<file path="src/rtl/core/torus_point_zbuffer_shader_assert.svh">
// Assertion macros for the torus point plotter.
`ifndef TORUS_POINT_ZBUFFER_SHADER_ASSERT_SVH
`define TORUS_POINT_ZBUFFER_SHADER_ASSERT_SVH

// Same-cycle implication, sampled on clk_i and disabled in reset.
`define TPZS_ASSERT_IMP(lbl, ante, cons) \
  lbl: assert property (@(posedge clk_i) disable iff (!rst_ni) (ante) |-> (cons)) \
    else $error("tpzs assertion failed");

// Next-cycle implication, sampled on clk_i and disabled in reset.
`define TPZS_ASSERT_NXT(lbl, ante, cons) \
  lbl: assert property (@(posedge clk_i) disable iff (!rst_ni) (ante) |=> (cons)) \
    else $error("tpzs assertion failed");

`endif

</file>
<file path="src/rtl/core/tpzs_pkg.sv">
// Shared types, constants and tables of the torus point plotter.
`timescale 1ns / 1ps
package tpzs_pkg;

  localparam int unsigned COLUMNS   = 40;
  localparam int unsigned ROWS      = 27;
  localparam int unsigned CELLS     = COLUMNS * ROWS;
  localparam int unsigned ADDR_W    = $clog2(CELLS);
  localparam int unsigned COL_W     = $clog2(COLUMNS);
  localparam int unsigned ROW_W     = $clog2(ROWS);
  localparam int unsigned VAL_W     = 24;
  localparam int unsigned DEPTH_W   = 16;
  localparam int unsigned CODE_W    = 4;
  localparam int unsigned ENTRY_W   = DEPTH_W + CODE_W;
  localparam int unsigned MUL_STEPS = 18;
  localparam int unsigned DIV_STEPS = 16;
  localparam int unsigned PRJ_STEPS = 4;

  localparam logic [CODE_W-1:0] SPACE_CODE  = 4'd15;
  localparam logic [7:0]        SPACE_CHAR  = 8'h20;
  localparam logic [5:0]        SCALE_RESET = 6'd15;

  typedef enum logic [1:0] {
    ACT_START = 2'd0,
    ACT_PLOT  = 2'd1,
    ACT_READ  = 2'd2,
    ACT_NONE  = 2'd3
  } action_e;

  typedef enum logic [3:0] {
    OP_SS, OP_CS, OP_SR, OP_CR, OP_H, OP_SA, OP_CA, OP_SB, OP_CB,
    OP_SIH, OP_CIH, OP_T, OP_SCJ, OP_U, OP_W
  } opnd_e;

  typedef enum logic [3:0] {
    DST_SIH, DST_CIH, DST_DEN, DST_T, DST_PX, DST_PY, DST_SCJ, DST_U, DST_LUM, DST_W
  } dst_e;

  typedef enum logic [1:0] {
    ACC_LOAD, ACC_ADD, ACC_SUB, ACC_ADD5
  } acc_e;

  typedef enum logic [1:0] {
    RES_HOLD, RES_ZERO, RES_READ, RES_PLOT
  } res_e;

  typedef enum logic [3:0] {
    ST_INIT, ST_IDLE, ST_CLEAR, ST_MEX, ST_MWB, ST_DCHK, ST_DIV, ST_PRJ,
    ST_LOOK, ST_CMP, ST_RDA, ST_RDD, ST_DONE
  } st_e;

  typedef struct packed {
    opnd_e a;
    opnd_e b;
    dst_e  dst;
    acc_e  acc;
  } mop_t;

  typedef struct packed {
    logic              accept;
    logic              frame_ld;
    logic              clr;
    logic [ADDR_W-1:0] cnt;
    mop_t              mop;
    logic              mul_ex;
    logic              mul_wb;
    logic              div_init;
    logic              div_step;
    logic              prj;
    logic              rd_pos;
    res_e              res;
    logic              out_ld;
  } cmd_t;

  typedef struct packed {
    logic den_bad;
    logic den_sat;
    logic in_bounds;
    logic out_busy;
  } sts_t;

  typedef struct packed {
    logic               we;
    logic [ADDR_W-1:0]  waddr;
    logic [ENTRY_W-1:0] wdata;
    logic [ADDR_W-1:0]  raddr;
  } ram_req_t;

  function automatic mop_t mop_table(input logic [4:0] step);
    mop_t m;
    unique case (step)
      5'd0:    m = '{a: OP_SS,  b: OP_H,  dst: DST_SIH, acc: ACC_LOAD};
      5'd1:    m = '{a: OP_CS,  b: OP_H,  dst: DST_CIH, acc: ACC_LOAD};
      5'd2:    m = '{a: OP_SIH, b: OP_SA, dst: DST_DEN, acc: ACC_LOAD};
      5'd3:    m = '{a: OP_SR,  b: OP_CA, dst: DST_DEN, acc: ACC_ADD5};
      5'd4:    m = '{a: OP_SIH, b: OP_CA, dst: DST_T,   acc: ACC_LOAD};
      5'd5:    m = '{a: OP_SR,  b: OP_SA, dst: DST_T,   acc: ACC_SUB};
      5'd6:    m = '{a: OP_CIH, b: OP_CB, dst: DST_PX,  acc: ACC_LOAD};
      5'd7:    m = '{a: OP_T,   b: OP_SB, dst: DST_PX,  acc: ACC_SUB};
      5'd8:    m = '{a: OP_CIH, b: OP_SB, dst: DST_PY,  acc: ACC_LOAD};
      5'd9:    m = '{a: OP_T,   b: OP_CB, dst: DST_PY,  acc: ACC_ADD};
      5'd10:   m = '{a: OP_SS,  b: OP_CR, dst: DST_SCJ, acc: ACC_LOAD};
      5'd11:   m = '{a: OP_SR,  b: OP_SA, dst: DST_U,   acc: ACC_LOAD};
      5'd12:   m = '{a: OP_SCJ, b: OP_CA, dst: DST_U,   acc: ACC_SUB};
      5'd13:   m = '{a: OP_CB,  b: OP_U,  dst: DST_LUM, acc: ACC_LOAD};
      5'd14:   m = '{a: OP_SCJ, b: OP_SA, dst: DST_LUM, acc: ACC_SUB};
      5'd15:   m = '{a: OP_SR,  b: OP_CA, dst: DST_LUM, acc: ACC_SUB};
      5'd16:   m = '{a: OP_CS,  b: OP_CR, dst: DST_W,   acc: ACC_LOAD};
      5'd17:   m = '{a: OP_W,   b: OP_SB, dst: DST_LUM, acc: ACC_SUB};
      default: m = '{a: OP_SS,  b: OP_SS, dst: DST_W,   acc: ACC_LOAD};
    endcase
    return m;
  endfunction

  function automatic logic [7:0] ramp_char(input logic [CODE_W-1:0] code);
    logic [7:0] c;
    unique case (code)
      4'd0:    c = 8'h2E;
      4'd1:    c = 8'h2C;
      4'd2:    c = 8'h2D;
      4'd3:    c = 8'h7E;
      4'd4:    c = 8'h3A;
      4'd5:    c = 8'h3B;
      4'd6:    c = 8'h3D;
      4'd7:    c = 8'h21;
      4'd8:    c = 8'h2A;
      4'd9:    c = 8'h23;
      4'd10:   c = 8'h24;
      4'd11:   c = 8'h40;
      default: c = SPACE_CHAR;
    endcase
    return c;
  endfunction

endpackage

</file>
<file path="src/rtl/core/tpzs_dpath.sv">
// Arithmetic datapath, store access and output register of the torus point plotter.
`timescale 1ns / 1ps
module tpzs_dpath (
  input  logic                                  clk_i,
  input  logic                                  rst_ni,
  input  logic                                  cfg_we_i,
  input  logic [5:0]                            cfg_wdata_i,
  input  logic signed [15:0]                    sin_a_i,
  input  logic signed [15:0]                    cos_a_i,
  input  logic signed [15:0]                    sin_b_i,
  input  logic signed [15:0]                    cos_b_i,
  input  logic signed [15:0]                    sin_ring_i,
  input  logic signed [15:0]                    cos_ring_i,
  input  logic signed [15:0]                    sin_sweep_i,
  input  logic signed [15:0]                    cos_sweep_i,
  input  logic [10:0]                           cell_index_i,
  input  tpzs_pkg::cmd_t                        cmd_i,
  output tpzs_pkg::sts_t                        sts_o,
  output tpzs_pkg::ram_req_t                    ram_o,
  input  logic [tpzs_pkg::ENTRY_W-1:0]          ram_rdata_i,
  input  logic                                  m_tready_i,
  output logic                                  m_tvalid_o,
  output logic [7:0]                            m_glyph_o,
  output logic                                  m_plotted_o
);

  localparam int unsigned VW  = tpzs_pkg::VAL_W;
  localparam int unsigned PW  = 2 * VW;
  localparam int unsigned DW  = tpzs_pkg::DEPTH_W;
  localparam int unsigned CW  = tpzs_pkg::CODE_W;
  localparam int unsigned AW  = tpzs_pkg::ADDR_W;
  localparam int unsigned PDW = DW + 1 + VW;
  localparam int unsigned SW  = 9;
  localparam int unsigned XW  = PDW + SW + 2;
  localparam logic signed [PW-1:0] RND     = PW'(16383);
  localparam logic signed [VW-1:0] FIVE    = VW'(5 * 16384);
  localparam logic signed [VW-1:0] HOFF    = VW'(2 * 16384);
  localparam logic signed [VW-1:0] SAT_LIM = VW'(16384);
  localparam logic signed [VW-1:0] LUM_LO  = VW'(2048);
  localparam logic signed [VW-1:0] LUM_HI  = VW'(12 * 2048);
  localparam logic signed [XW-1:0] ONE30   = XW'(1) << 30;
  localparam logic signed [XW-1:0] OFF_X   = XW'(tpzs_pkg::COLUMNS / 2) << 30;
  localparam logic signed [XW-1:0] OFF_Y   = XW'(tpzs_pkg::ROWS / 2) << 30;
  localparam logic signed [XW-1:0] LIM_X   = XW'(tpzs_pkg::COLUMNS) << 30;
  localparam logic signed [XW-1:0] LIM_Y   = XW'(tpzs_pkg::ROWS) << 30;

  logic [5:0]               scale_q;
  logic signed [15:0]       sa_q, ca_q, sb_q, cb_q;
  logic signed [15:0]       sr_q, cr_q, ss_q, cs_q;
  logic [10:0]              ci_q;
  logic signed [VW-1:0]     sih_q, cih_q, den_q, t_q, px_q, py_q, scj_q, u_q, lum_q, w_q;
  logic signed [PW-1:0]     prod_q;
  logic [VW-1:0]            rem_q;
  logic [DW-1:0]            d_q;
  logic signed [PDW-1:0]    pd_q;
  logic [tpzs_pkg::COL_W-1:0] xi_q;
  logic [tpzs_pkg::ROW_W-1:0] yi_q;
  logic                     inx_q, iny_q;
  logic [7:0]               res_glyph_q;
  logic                     res_plot_q;
  logic                     m_valid_q;
  logic [7:0]               m_glyph_q;
  logic                     m_plot_q;

  logic signed [VW-1:0]     h, opa, opb, cur, mqv, wbv;
  logic signed [PW-1:0]     adj;
  logic [VW-1:0]            rem2;
  logic                     ge;
  logic signed [XW-1:0]     vsum;
  logic signed [SW-1:0]     scl;
  logic                     v_in;
  logic [AW-1:0]            pos;
  logic [CW-1:0]            code;
  logic                     hit;

  assign h = VW'(cr_q) + HOFF;

  function automatic logic signed [VW-1:0] pick(input tpzs_pkg::opnd_e sel,
      input logic signed [15:0] ss, input logic signed [15:0] cs,
      input logic signed [15:0] sr, input logic signed [15:0] cr,
      input logic signed [VW-1:0] hv, input logic signed [15:0] sa,
      input logic signed [15:0] ca, input logic signed [15:0] sb,
      input logic signed [15:0] cb, input logic signed [VW-1:0] sih,
      input logic signed [VW-1:0] cih, input logic signed [VW-1:0] t,
      input logic signed [VW-1:0] scj, input logic signed [VW-1:0] u,
      input logic signed [VW-1:0] w);
    logic signed [VW-1:0] r;
    unique case (sel)
      tpzs_pkg::OP_SS:  r = VW'(ss);
      tpzs_pkg::OP_CS:  r = VW'(cs);
      tpzs_pkg::OP_SR:  r = VW'(sr);
      tpzs_pkg::OP_CR:  r = VW'(cr);
      tpzs_pkg::OP_H:   r = hv;
      tpzs_pkg::OP_SA:  r = VW'(sa);
      tpzs_pkg::OP_CA:  r = VW'(ca);
      tpzs_pkg::OP_SB:  r = VW'(sb);
      tpzs_pkg::OP_CB:  r = VW'(cb);
      tpzs_pkg::OP_SIH: r = sih;
      tpzs_pkg::OP_CIH: r = cih;
      tpzs_pkg::OP_T:   r = t;
      tpzs_pkg::OP_SCJ: r = scj;
      tpzs_pkg::OP_U:   r = u;
      default:          r = w;
    endcase
    return r;
  endfunction

  always_comb begin
    opa = pick(cmd_i.mop.a, ss_q, cs_q, sr_q, cr_q, h, sa_q, ca_q, sb_q, cb_q,
               sih_q, cih_q, t_q, scj_q, u_q, w_q);
    opb = pick(cmd_i.mop.b, ss_q, cs_q, sr_q, cr_q, h, sa_q, ca_q, sb_q, cb_q,
               sih_q, cih_q, t_q, scj_q, u_q, w_q);
    adj = prod_q + (prod_q[PW-1] ? RND : PW'(0));
    mqv = VW'(adj >>> 14);
    unique case (cmd_i.mop.dst)
      tpzs_pkg::DST_SIH: cur = sih_q;
      tpzs_pkg::DST_CIH: cur = cih_q;
      tpzs_pkg::DST_DEN: cur = den_q;
      tpzs_pkg::DST_T:   cur = t_q;
      tpzs_pkg::DST_PX:  cur = px_q;
      tpzs_pkg::DST_PY:  cur = py_q;
      tpzs_pkg::DST_SCJ: cur = scj_q;
      tpzs_pkg::DST_U:   cur = u_q;
      tpzs_pkg::DST_LUM: cur = lum_q;
      default:           cur = w_q;
    endcase
    unique case (cmd_i.mop.acc)
      tpzs_pkg::ACC_LOAD: wbv = mqv;
      tpzs_pkg::ACC_ADD:  wbv = cur + mqv;
      tpzs_pkg::ACC_SUB:  wbv = cur - mqv;
      default:            wbv = cur + mqv + FIVE;
    endcase
  end

  always_ff @(posedge clk_i or negedge rst_ni) begin
    if (!rst_ni) begin
      scale_q <= tpzs_pkg::SCALE_RESET;
      sa_q    <= '0;
      ca_q    <= '0;
      sb_q    <= '0;
      cb_q    <= '0;
    end else begin
      if (cfg_we_i) begin
        scale_q <= cfg_wdata_i;
      end
      if (cmd_i.frame_ld) begin
        sa_q <= sin_a_i;
        ca_q <= cos_a_i;
        sb_q <= sin_b_i;
        cb_q <= cos_b_i;
      end
    end
  end

  always_ff @(posedge clk_i) begin
    if (cmd_i.accept) begin
      sr_q <= sin_ring_i;
      cr_q <= cos_ring_i;
      ss_q <= sin_sweep_i;
      cs_q <= cos_sweep_i;
      ci_q <= cell_index_i;
    end
    if (cmd_i.mul_ex) begin
      prod_q <= opa * opb;
    end
    if (cmd_i.mul_wb) begin
      unique case (cmd_i.mop.dst)
        tpzs_pkg::DST_SIH: sih_q <= wbv;
        tpzs_pkg::DST_CIH: cih_q <= wbv;
        tpzs_pkg::DST_DEN: den_q <= wbv;
        tpzs_pkg::DST_T:   t_q   <= wbv;
        tpzs_pkg::DST_PX:  px_q  <= wbv;
        tpzs_pkg::DST_PY:  py_q  <= wbv;
        tpzs_pkg::DST_SCJ: scj_q <= wbv;
        tpzs_pkg::DST_U:   u_q   <= wbv;
        tpzs_pkg::DST_LUM: lum_q <= wbv;
        default:           w_q   <= wbv;
      endcase
    end
  end

  assign sts_o.den_bad = den_q[VW-1] || (den_q == '0);
  assign sts_o.den_sat = (den_q <= SAT_LIM);

  // Restoring divide of 2^30 by den, one quotient bit per step.
  assign rem2 = {rem_q[VW-2:0], 1'b0};
  assign ge   = (rem2 >= $unsigned(den_q));

  always_ff @(posedge clk_i) begin
    if (cmd_i.div_init) begin
      rem_q <= VW'(16384);
      d_q   <= sts_o.den_sat ? {DW{1'b1}} : '0;
    end else if (cmd_i.div_step) begin
      rem_q <= ge ? (rem2 - $unsigned(den_q)) : rem2;
      d_q   <= {d_q[DW-2:0], ge};
    end
  end

  assign scl  = cmd_i.cnt[1] ? SW'({3'b000, scale_q}) : SW'({2'b00, scale_q, 1'b0});
  assign vsum = pd_q * scl + (cmd_i.cnt[1] ? OFF_Y : OFF_X);
  assign v_in = (vsum >= ONE30) && (vsum < (cmd_i.cnt[1] ? LIM_Y : LIM_X));

  always_ff @(posedge clk_i) begin
    if (cmd_i.prj) begin
      if (!cmd_i.cnt[0]) begin
        pd_q <= $signed({1'b0, d_q}) * (cmd_i.cnt[1] ? py_q : px_q);
      end else if (cmd_i.cnt[1]) begin
        iny_q <= v_in;
        yi_q  <= vsum[30 +: tpzs_pkg::ROW_W];
      end else begin
        inx_q <= v_in;
        xi_q  <= vsum[30 +: tpzs_pkg::COL_W];
      end
    end
  end

  assign sts_o.in_bounds = inx_q && iny_q;
  assign pos  = AW'(int'(yi_q) * tpzs_pkg::COLUMNS + int'(xi_q));
  assign code = ((lum_q >= LUM_LO) && (lum_q < LUM_HI)) ? lum_q[14:11] : '0;
  assign hit  = d_q > ram_rdata_i[tpzs_pkg::ENTRY_W-1:CW];

  always_comb begin
    ram_o.we    = cmd_i.clr || ((cmd_i.res == tpzs_pkg::RES_PLOT) && hit);
    ram_o.waddr = cmd_i.clr ? cmd_i.cnt : pos;
    ram_o.wdata = cmd_i.clr ? {{DW{1'b0}}, tpzs_pkg::SPACE_CODE} : {d_q, code};
    ram_o.raddr = cmd_i.rd_pos ? pos : AW'(ci_q);
  end

  always_ff @(posedge clk_i) begin
    unique case (cmd_i.res)
      tpzs_pkg::RES_ZERO: begin
        res_glyph_q <= '0;
        res_plot_q  <= 1'b0;
      end
      tpzs_pkg::RES_READ: begin
        res_glyph_q <= (int'(ci_q) < tpzs_pkg::CELLS) ?
                       tpzs_pkg::ramp_char(ram_rdata_i[CW-1:0]) : tpzs_pkg::SPACE_CHAR;
        res_plot_q  <= 1'b0;
      end
      tpzs_pkg::RES_PLOT: begin
        res_glyph_q <= hit ? tpzs_pkg::ramp_char(code) : 8'h00;
        res_plot_q  <= hit;
      end
      default: ;
    endcase
    if (cmd_i.out_ld) begin
      m_glyph_q <= res_glyph_q;
      m_plot_q  <= res_plot_q;
    end
  end

  always_ff @(posedge clk_i or negedge rst_ni) begin
    if (!rst_ni) begin
      m_valid_q <= 1'b0;
    end else if (cmd_i.out_ld) begin
      m_valid_q <= 1'b1;
    end else if (m_tready_i) begin
      m_valid_q <= 1'b0;
    end
  end

  assign sts_o.out_busy = m_valid_q && !m_tready_i;
  assign m_tvalid_o     = m_valid_q;
  assign m_glyph_o      = m_glyph_q;
  assign m_plotted_o    = m_plot_q;

endmodule

</file>
<file path="config.mk">
export PLATFORM = sky130hd
export DESIGN_NAME = tpzs_dpath
export DESIGN_NICKNAME = d
export VERILOG_FILES = /design/src/rtl/core/torus_point_zbuffer_shader_assert.svh /design/src/rtl/core/tpzs_pkg.sv /design/src/rtl/core/tpzs_dpath.sv
export SDC_FILE = /design/constraint.sdc
export NUM_CORES = 2
export LEC_CHECK = 0
export BUFFER_PORTS_ARGS = -buffer_cell sky130_fd_sc_hd__buf_2
export CORE_MARGIN = 2
export CORE_UTILIZATION = 40
export CTS_BUF_LIST = sky130_fd_sc_hd__clkbuf_4 sky130_fd_sc_hd__clkbuf_8
export DETAILED_ROUTE_END_ITERATION = 12
export PLACE_DENSITY = 0.57
export RECOVER_POWER = 25
export SKIP_CTS_REPAIR_TIMING = 1
export SYNTH_ARGS = -nofsm -noshare
export SYNTH_HDL_FRONTEND = slang
export SYNTH_SLANG_ARGS = --single-unit
</file>
<file path="constraint.sdc">
create_clock -name clk_i -period 8.15 [get_ports clk_i]
set_clock_uncertainty 0.15 [all_clocks]
set_input_delay 1.63 -clock clk_i [delete_from_list [all_inputs] [get_ports clk_i]]
set_output_delay 1.63 -clock clk_i [all_outputs]
set_load 0.01 [all_outputs]
</file>
======== After elaboration in Yosys (flattened, before gate mapping) ========
Memory sizes are Yosys's and may differ from the RTL's.
Index checks and enable logic that the tools add are counted.
word-level totals
  flip-flop bits (word level) ............. 545
  latch bits .............................. 0
  memory bits (writable) .................. 0
  bits in read-only memories .............. 224
  input port bits ......................... 206
  logic and storage cells ................. 152
  memories ................................ 2
memory list
  memory           words  bits a word  rd ports  clocked after memory_dff  wr ports  RTL line         RTL
  (no name shown)  16     7            1         0                         0         tpzs_pkg.sv:117  unique case (code)
  (no name shown)  16     7            1         0                         0         tpzs_pkg.sv:117
cells by class
  $add $sub $neg .......................... 8
  multipliers ............................. 4
  divide/modulo/power cells ............... 0
  order comparisons ....................... 8
  equality and inequality tests ........... 39
  shift operators ......................... 0
  muxes and demuxes ....................... 23
  bitwise logic cells ..................... 3
  reduce and logical (&&, ||, !) cells .... 32
operator list
  cell                                                                  count
  case mux 24 bit (14 select lines)                                     2
  case mux 24 bit (9 select lines)                                      1
  case mux 24 bit (3 select lines)                                      1
  equality test 4 bit (second input constant)                           13
  adder 49 x 36 -> 50 bit                                               1
  greater-or-equal comparator 50 x 32 -> 1 bit (second input constant)  1
  less-than comparator 50 x 37 -> 1 bit                                 1
  multiplier 41 x 8 -> 49 bit                                           1
  equality test 4 x 3 -> 1 bit (second input constant)                  12
  multiplier 24 x 24 -> 48 bit                                          1
  two-way mux 16 bit                                                    3
  multiplier 17 x 41 -> 41 bit                                          1
  two-way mux 41 bit                                                    1
  adder 38 x 15 -> 38 bit                                               1
  two-way mux 36 bit                                                    1
  two-way mux 35 bit                                                    1
  adder 24 x 18 -> 24 bit (second input constant)                       1
  adder 24 bit                                                          1
  equality test 4 x 2 -> 1 bit (second input constant)                  6
  greater-or-equal comparator 24 x 13 -> 1 bit (second input constant)  1
  greater-or-equal comparator 24 bit                                    1
  <= comparator 24 x 16 -> 1 bit (second input constant)                1
  zero test 24 bit                                                      1
  less-than comparator 24 x 16 -> 1 bit (second input constant)         1
  other kinds (32)                                                      62

======== Depth between registers and ports, before layout ========
An unclocked memory read counts as a cell.
  depth after elaboration ................. 6
  mapped depth ............................ 37
  gate-level depth less buffers ........... 34

======== Worst setup path after synthesis ========
No wires, ideal clock.
  path kind ............................... input to register
  start point ............................. input cmd_i[21] (netlist name)
  end point ............................... register prod_q[36], data pin
  library setup time ...................... 258 ps
  arrival ................................. 9425 ps
  setup slack ............................. -1683 ps
  stages on the path ...................... 32
  cells stage by stage .................... buf_2 nor4_1 clkbuf_1 a22o_1 a221oi_1 a41oi_1 clkbuf_1 nand2_1 fa_1 inv_1 fa_1 inv_1 fa_1 fa_1 fa_1 inv_1 fa_1 inv_1 fa_1 inv_1 ha_1 o21a_1 o21ai_0 a21oi_1 o31ai_1 nand2_1 a41o_1 a21oi_2 o21ai_0 a211o_1 a21oi_1 xnor2_1
between the ends
  longest elaborated chain between the ends .. 3
RTL lines
  element                                      RTL line           RTL
  from (decl)                                  tpzs_dpath.sv:17   input tpzs_pkg::cmd_t cmd_i,
  equality test 4 bit (tied with other cells)  tpzs_dpath.sv:88   unique case (sel)
  case mux 24 bit (14 select lines) (*)        tpzs_dpath.sv:88
  multiplier 24 x 24 -> 48 bit (*)             tpzs_dpath.sv:164  prod_q <= opa * opb;
  to (signal assigned)                         tpzs_dpath.sv:164
  to (decl)                                    tpzs_dpath.sv:52   logic signed [PW-1:0] prod_q;
Every way passes the cells marked *; elsewhere a longest branch is shown, timed or not.
A chain may end at the register's enable or synchronous reset.

======== Final worst setup path ========
  start point ............................. input cmd_i[20] (netlist name)
  end point ............................... register prod_q[34], data pin
Same word-level chain as after synthesis.

==> results.ini <==
[outcome]
status=complete, but fails checks
violations=max-capacitance violations, max-slew violations, negative setup slack

[cts]
clkLatencyLatePin_ps=850
cts_root_buf=clkbuf_8
cts_buffers=92
cts.sinks=534
clk_path_buf_depth=3
htreeDepth=3
clk_pin_slew_ps=60
cts_tree=built

[floorplanning]
rows=157
ioPinCount=263
die_area_um2=187500
coreArea_um2=182900
chipHeight_um=433.0
initial_core_util_pct=40.25
die_w_um=433.0

[setup_path]
r2r_start=cr_q[15]$_DFFE_PP_
startpoint_type=input port
cp.required_ps=8590
slowest_delay_ps=550
path_common_cell=fa_1
cp.depth=37
critPathMaxFanout=13
critPathTopFamily=adder cells
worstSetupStartpoint=cmd_i[20]
critPathCapture=prod_q[34]$_DFFE_PP_
r2r-end=prod_q[34]$_DFFE_PP_
crit_buf_inv=15
r2r_cells=34
reg2reg_slack_ps=320
path_class=input port to flip-flop
endpoint_kind=flip-flop
arrival_ps=9060
slowest_stage=fa_1

[logic_synthesis]
netlist_area_um2=73610
syn_nets=9486
synth_flop_cell=edfxtp_1
async_reset_ff_share_pct=13.30
synth_cell_types=93
syn_area_per_cell_um2=9.706
yosysMostFrequentCell=inv_1
synth_edf_count=440
yosysTopAreaCellShare_pct=32.83
synth_common_cells=inv_1 (1542), fa_1 (1207), nand2_1 (805)
ys.warnings.count=0
ys_ff_latch=534
synth_area_leader_cell=fa_1
seq_area_frac_synth_pct=21.00
yosys-top-cells-area=fa_1 (33%), edfxtp_1 (18%), ha_1 (8.3%)
postSynthCellCount=7584

[sta]
post-route-min-period_ps=8617
tightest_slew_ps=3383
hold_viol=0
worst_slack_ps=-467.1
slew_viol_final=173
rsz0062_at_grt=true
fmax_mhz=116.0
holdWs_ps=269.2
min_period_over_period_pct=105.7
relSlewSlack_pct=-125.5
timing.setup.tns_ps=-4807
setup_viol_count_final=16

[min_path]
min_delay_path_depth=0
hold_class=flip-flop to flip-flop

[global_routing]
groute.usage.overall_pct=27.12
grt-ovfl-total=0
grt_max_degree=65
grtUsageMet3_pct=5.170
grt_pass1_wl_um=383100
first_global_vias=62845
grt-busiest-layer=met2
grtUsageMet2_pct=44.90
antenna_found_initial=15
grt_use_met1_pct=34.92

[drt]
avgViaCountPerCell=5.310
wl_per_cell_um=22.71
drt_pass1_iterations=8
drc=0
ant_nets=0
drt-initial-drc-count=4525
wirelength_um=253200
dr_total_vias=59214

[placement]
place_ws_ps=-1741
gp_congestion=1.020
place_hpwl_um=208400
io_buffer_count=261
placed_cells=10890

[layout]
layout-drive-gt1-share_pct=21.18
layout.nets=10503
area_growth_pct=21.85
fill_cells=17056
final_cell_count_no_fill=11151

[job]
cap_violations=5

[flip-flops by register name, summed over array words and instances, names as in the netlist, 11 cells and up]
name    count
pd_q       41
prod_q     39
cih_q      24
den_q      24
lum_q      24
px_q       24
py_q       24
scj_q      24
sih_q      24
t_q        24
u_q        24
w_q        24
rem_q      23
ca_q       16
cb_q       16
cr_q       16
cs_q       16
d_q        16
sa_q       16
sb_q       16
sr_q       16
ss_q       16
ci_q       11
[cell type report]
type | instances | area [um2] | share of cell area, %
Inverter | 1544 | 5809 | 6.477
Sequential cell | 534 | 15450 | 17.23
Tap cell | 2464 | 3083 | 3.437
Clock buffer | 120 | 1508 | 1.681
Multi-Input combinational cell | 5181 | 53000 | 59.10
Timing Repair Buffer | 1248 | 10350 | 11.55
Clock inverter | 48 | 447.9 | 0.4994
Antenna cell | 12 | 30.03 | 0.03348
[per-stage QoR]
step | util (%) | area, um2
final | 49.04 | 89690
after global routing | 49.04 | 89680
after CTS | 47.80 | 87420
after detailed placement | 46.73 | 85460
after global placement | 46.73 | 85460
after floorplan | - | 74750
[cell usage in the layout (no fill, tap or decap), types with 52 or more instances in the layout]
master and n:
a21o_1 64, a21oi_1 222, a22oi_1 191, and2_1 216
and3_1 60, buf_12 103, buf_2 238, buf_4 825
clkbuf_8 97, dfrtp_1 67, edfxtp_1 440, fa_1 1186
ha_1 470, inv_1 1523, mux2_2 115, nand2_1 785
nand2b_1 62, nand3_1 59, nand4_1 52, nor2_1 306
nor2b_1 243, nor3_1 74, o21a_1 54, o21ai_0 125
xnor2_1 133
[cell families (layout without fill, tap and decap cells)]
family	Yosys count	after routing	synth area share, %
xor gates and xnor gates	178	178	2.118
other	1	13	0.005094
AOI/OAI and AO/OA	1082	1082	10.28
and+or+nand+nor	2054	2054	13.37
buffers and inverters	1869	2960	9.568
adders and majority gates	1697	1697	41.15
muxes	169	169	2.516
DFF	534	534	21.00
[how the worst min path moves through the flow]
stage / start / end / slack, ps
2_1_floorplan: res_glyph_q[0]$_DFFE_PP_ / m_glyph_o[0]$_DFFE_PP_ / 250
3_3_place_gp: res_glyph_q[6]$_DFFE_PP_ / m_glyph_o[6]$_DFFE_PP_ / 260
3_5_place_dp: res_glyph_q[1]$_DFFE_PP_ / m_glyph_o[1]$_DFFE_PP_ / 250
4_1_cts: res_glyph_q[1]$_DFFE_PP_ / m_glyph_o[1]$_DFFE_PP_ / 270
5_1_grt: res_glyph_q[2]$_DFFE_PP_ / m_glyph_o[2]$_DFFE_PP_ / 280
6_report: res_glyph_q[3]$_DFFE_PP_ / m_glyph_o[3]$_DFFE_PP_ / 270
[routing by layer]
layer	up-vias	routed length (um)	part of all wire [%]
li1	26443	-	-
met1	30091	103100	41
met2	2178	119400	47
met3	494	19110	7.5
met4	8	11580	4.6
met5	-	55	0.022
Power is not shown: default switching activity piles up to over one toggle a cycle in this logic, so the estimate is an artifact.
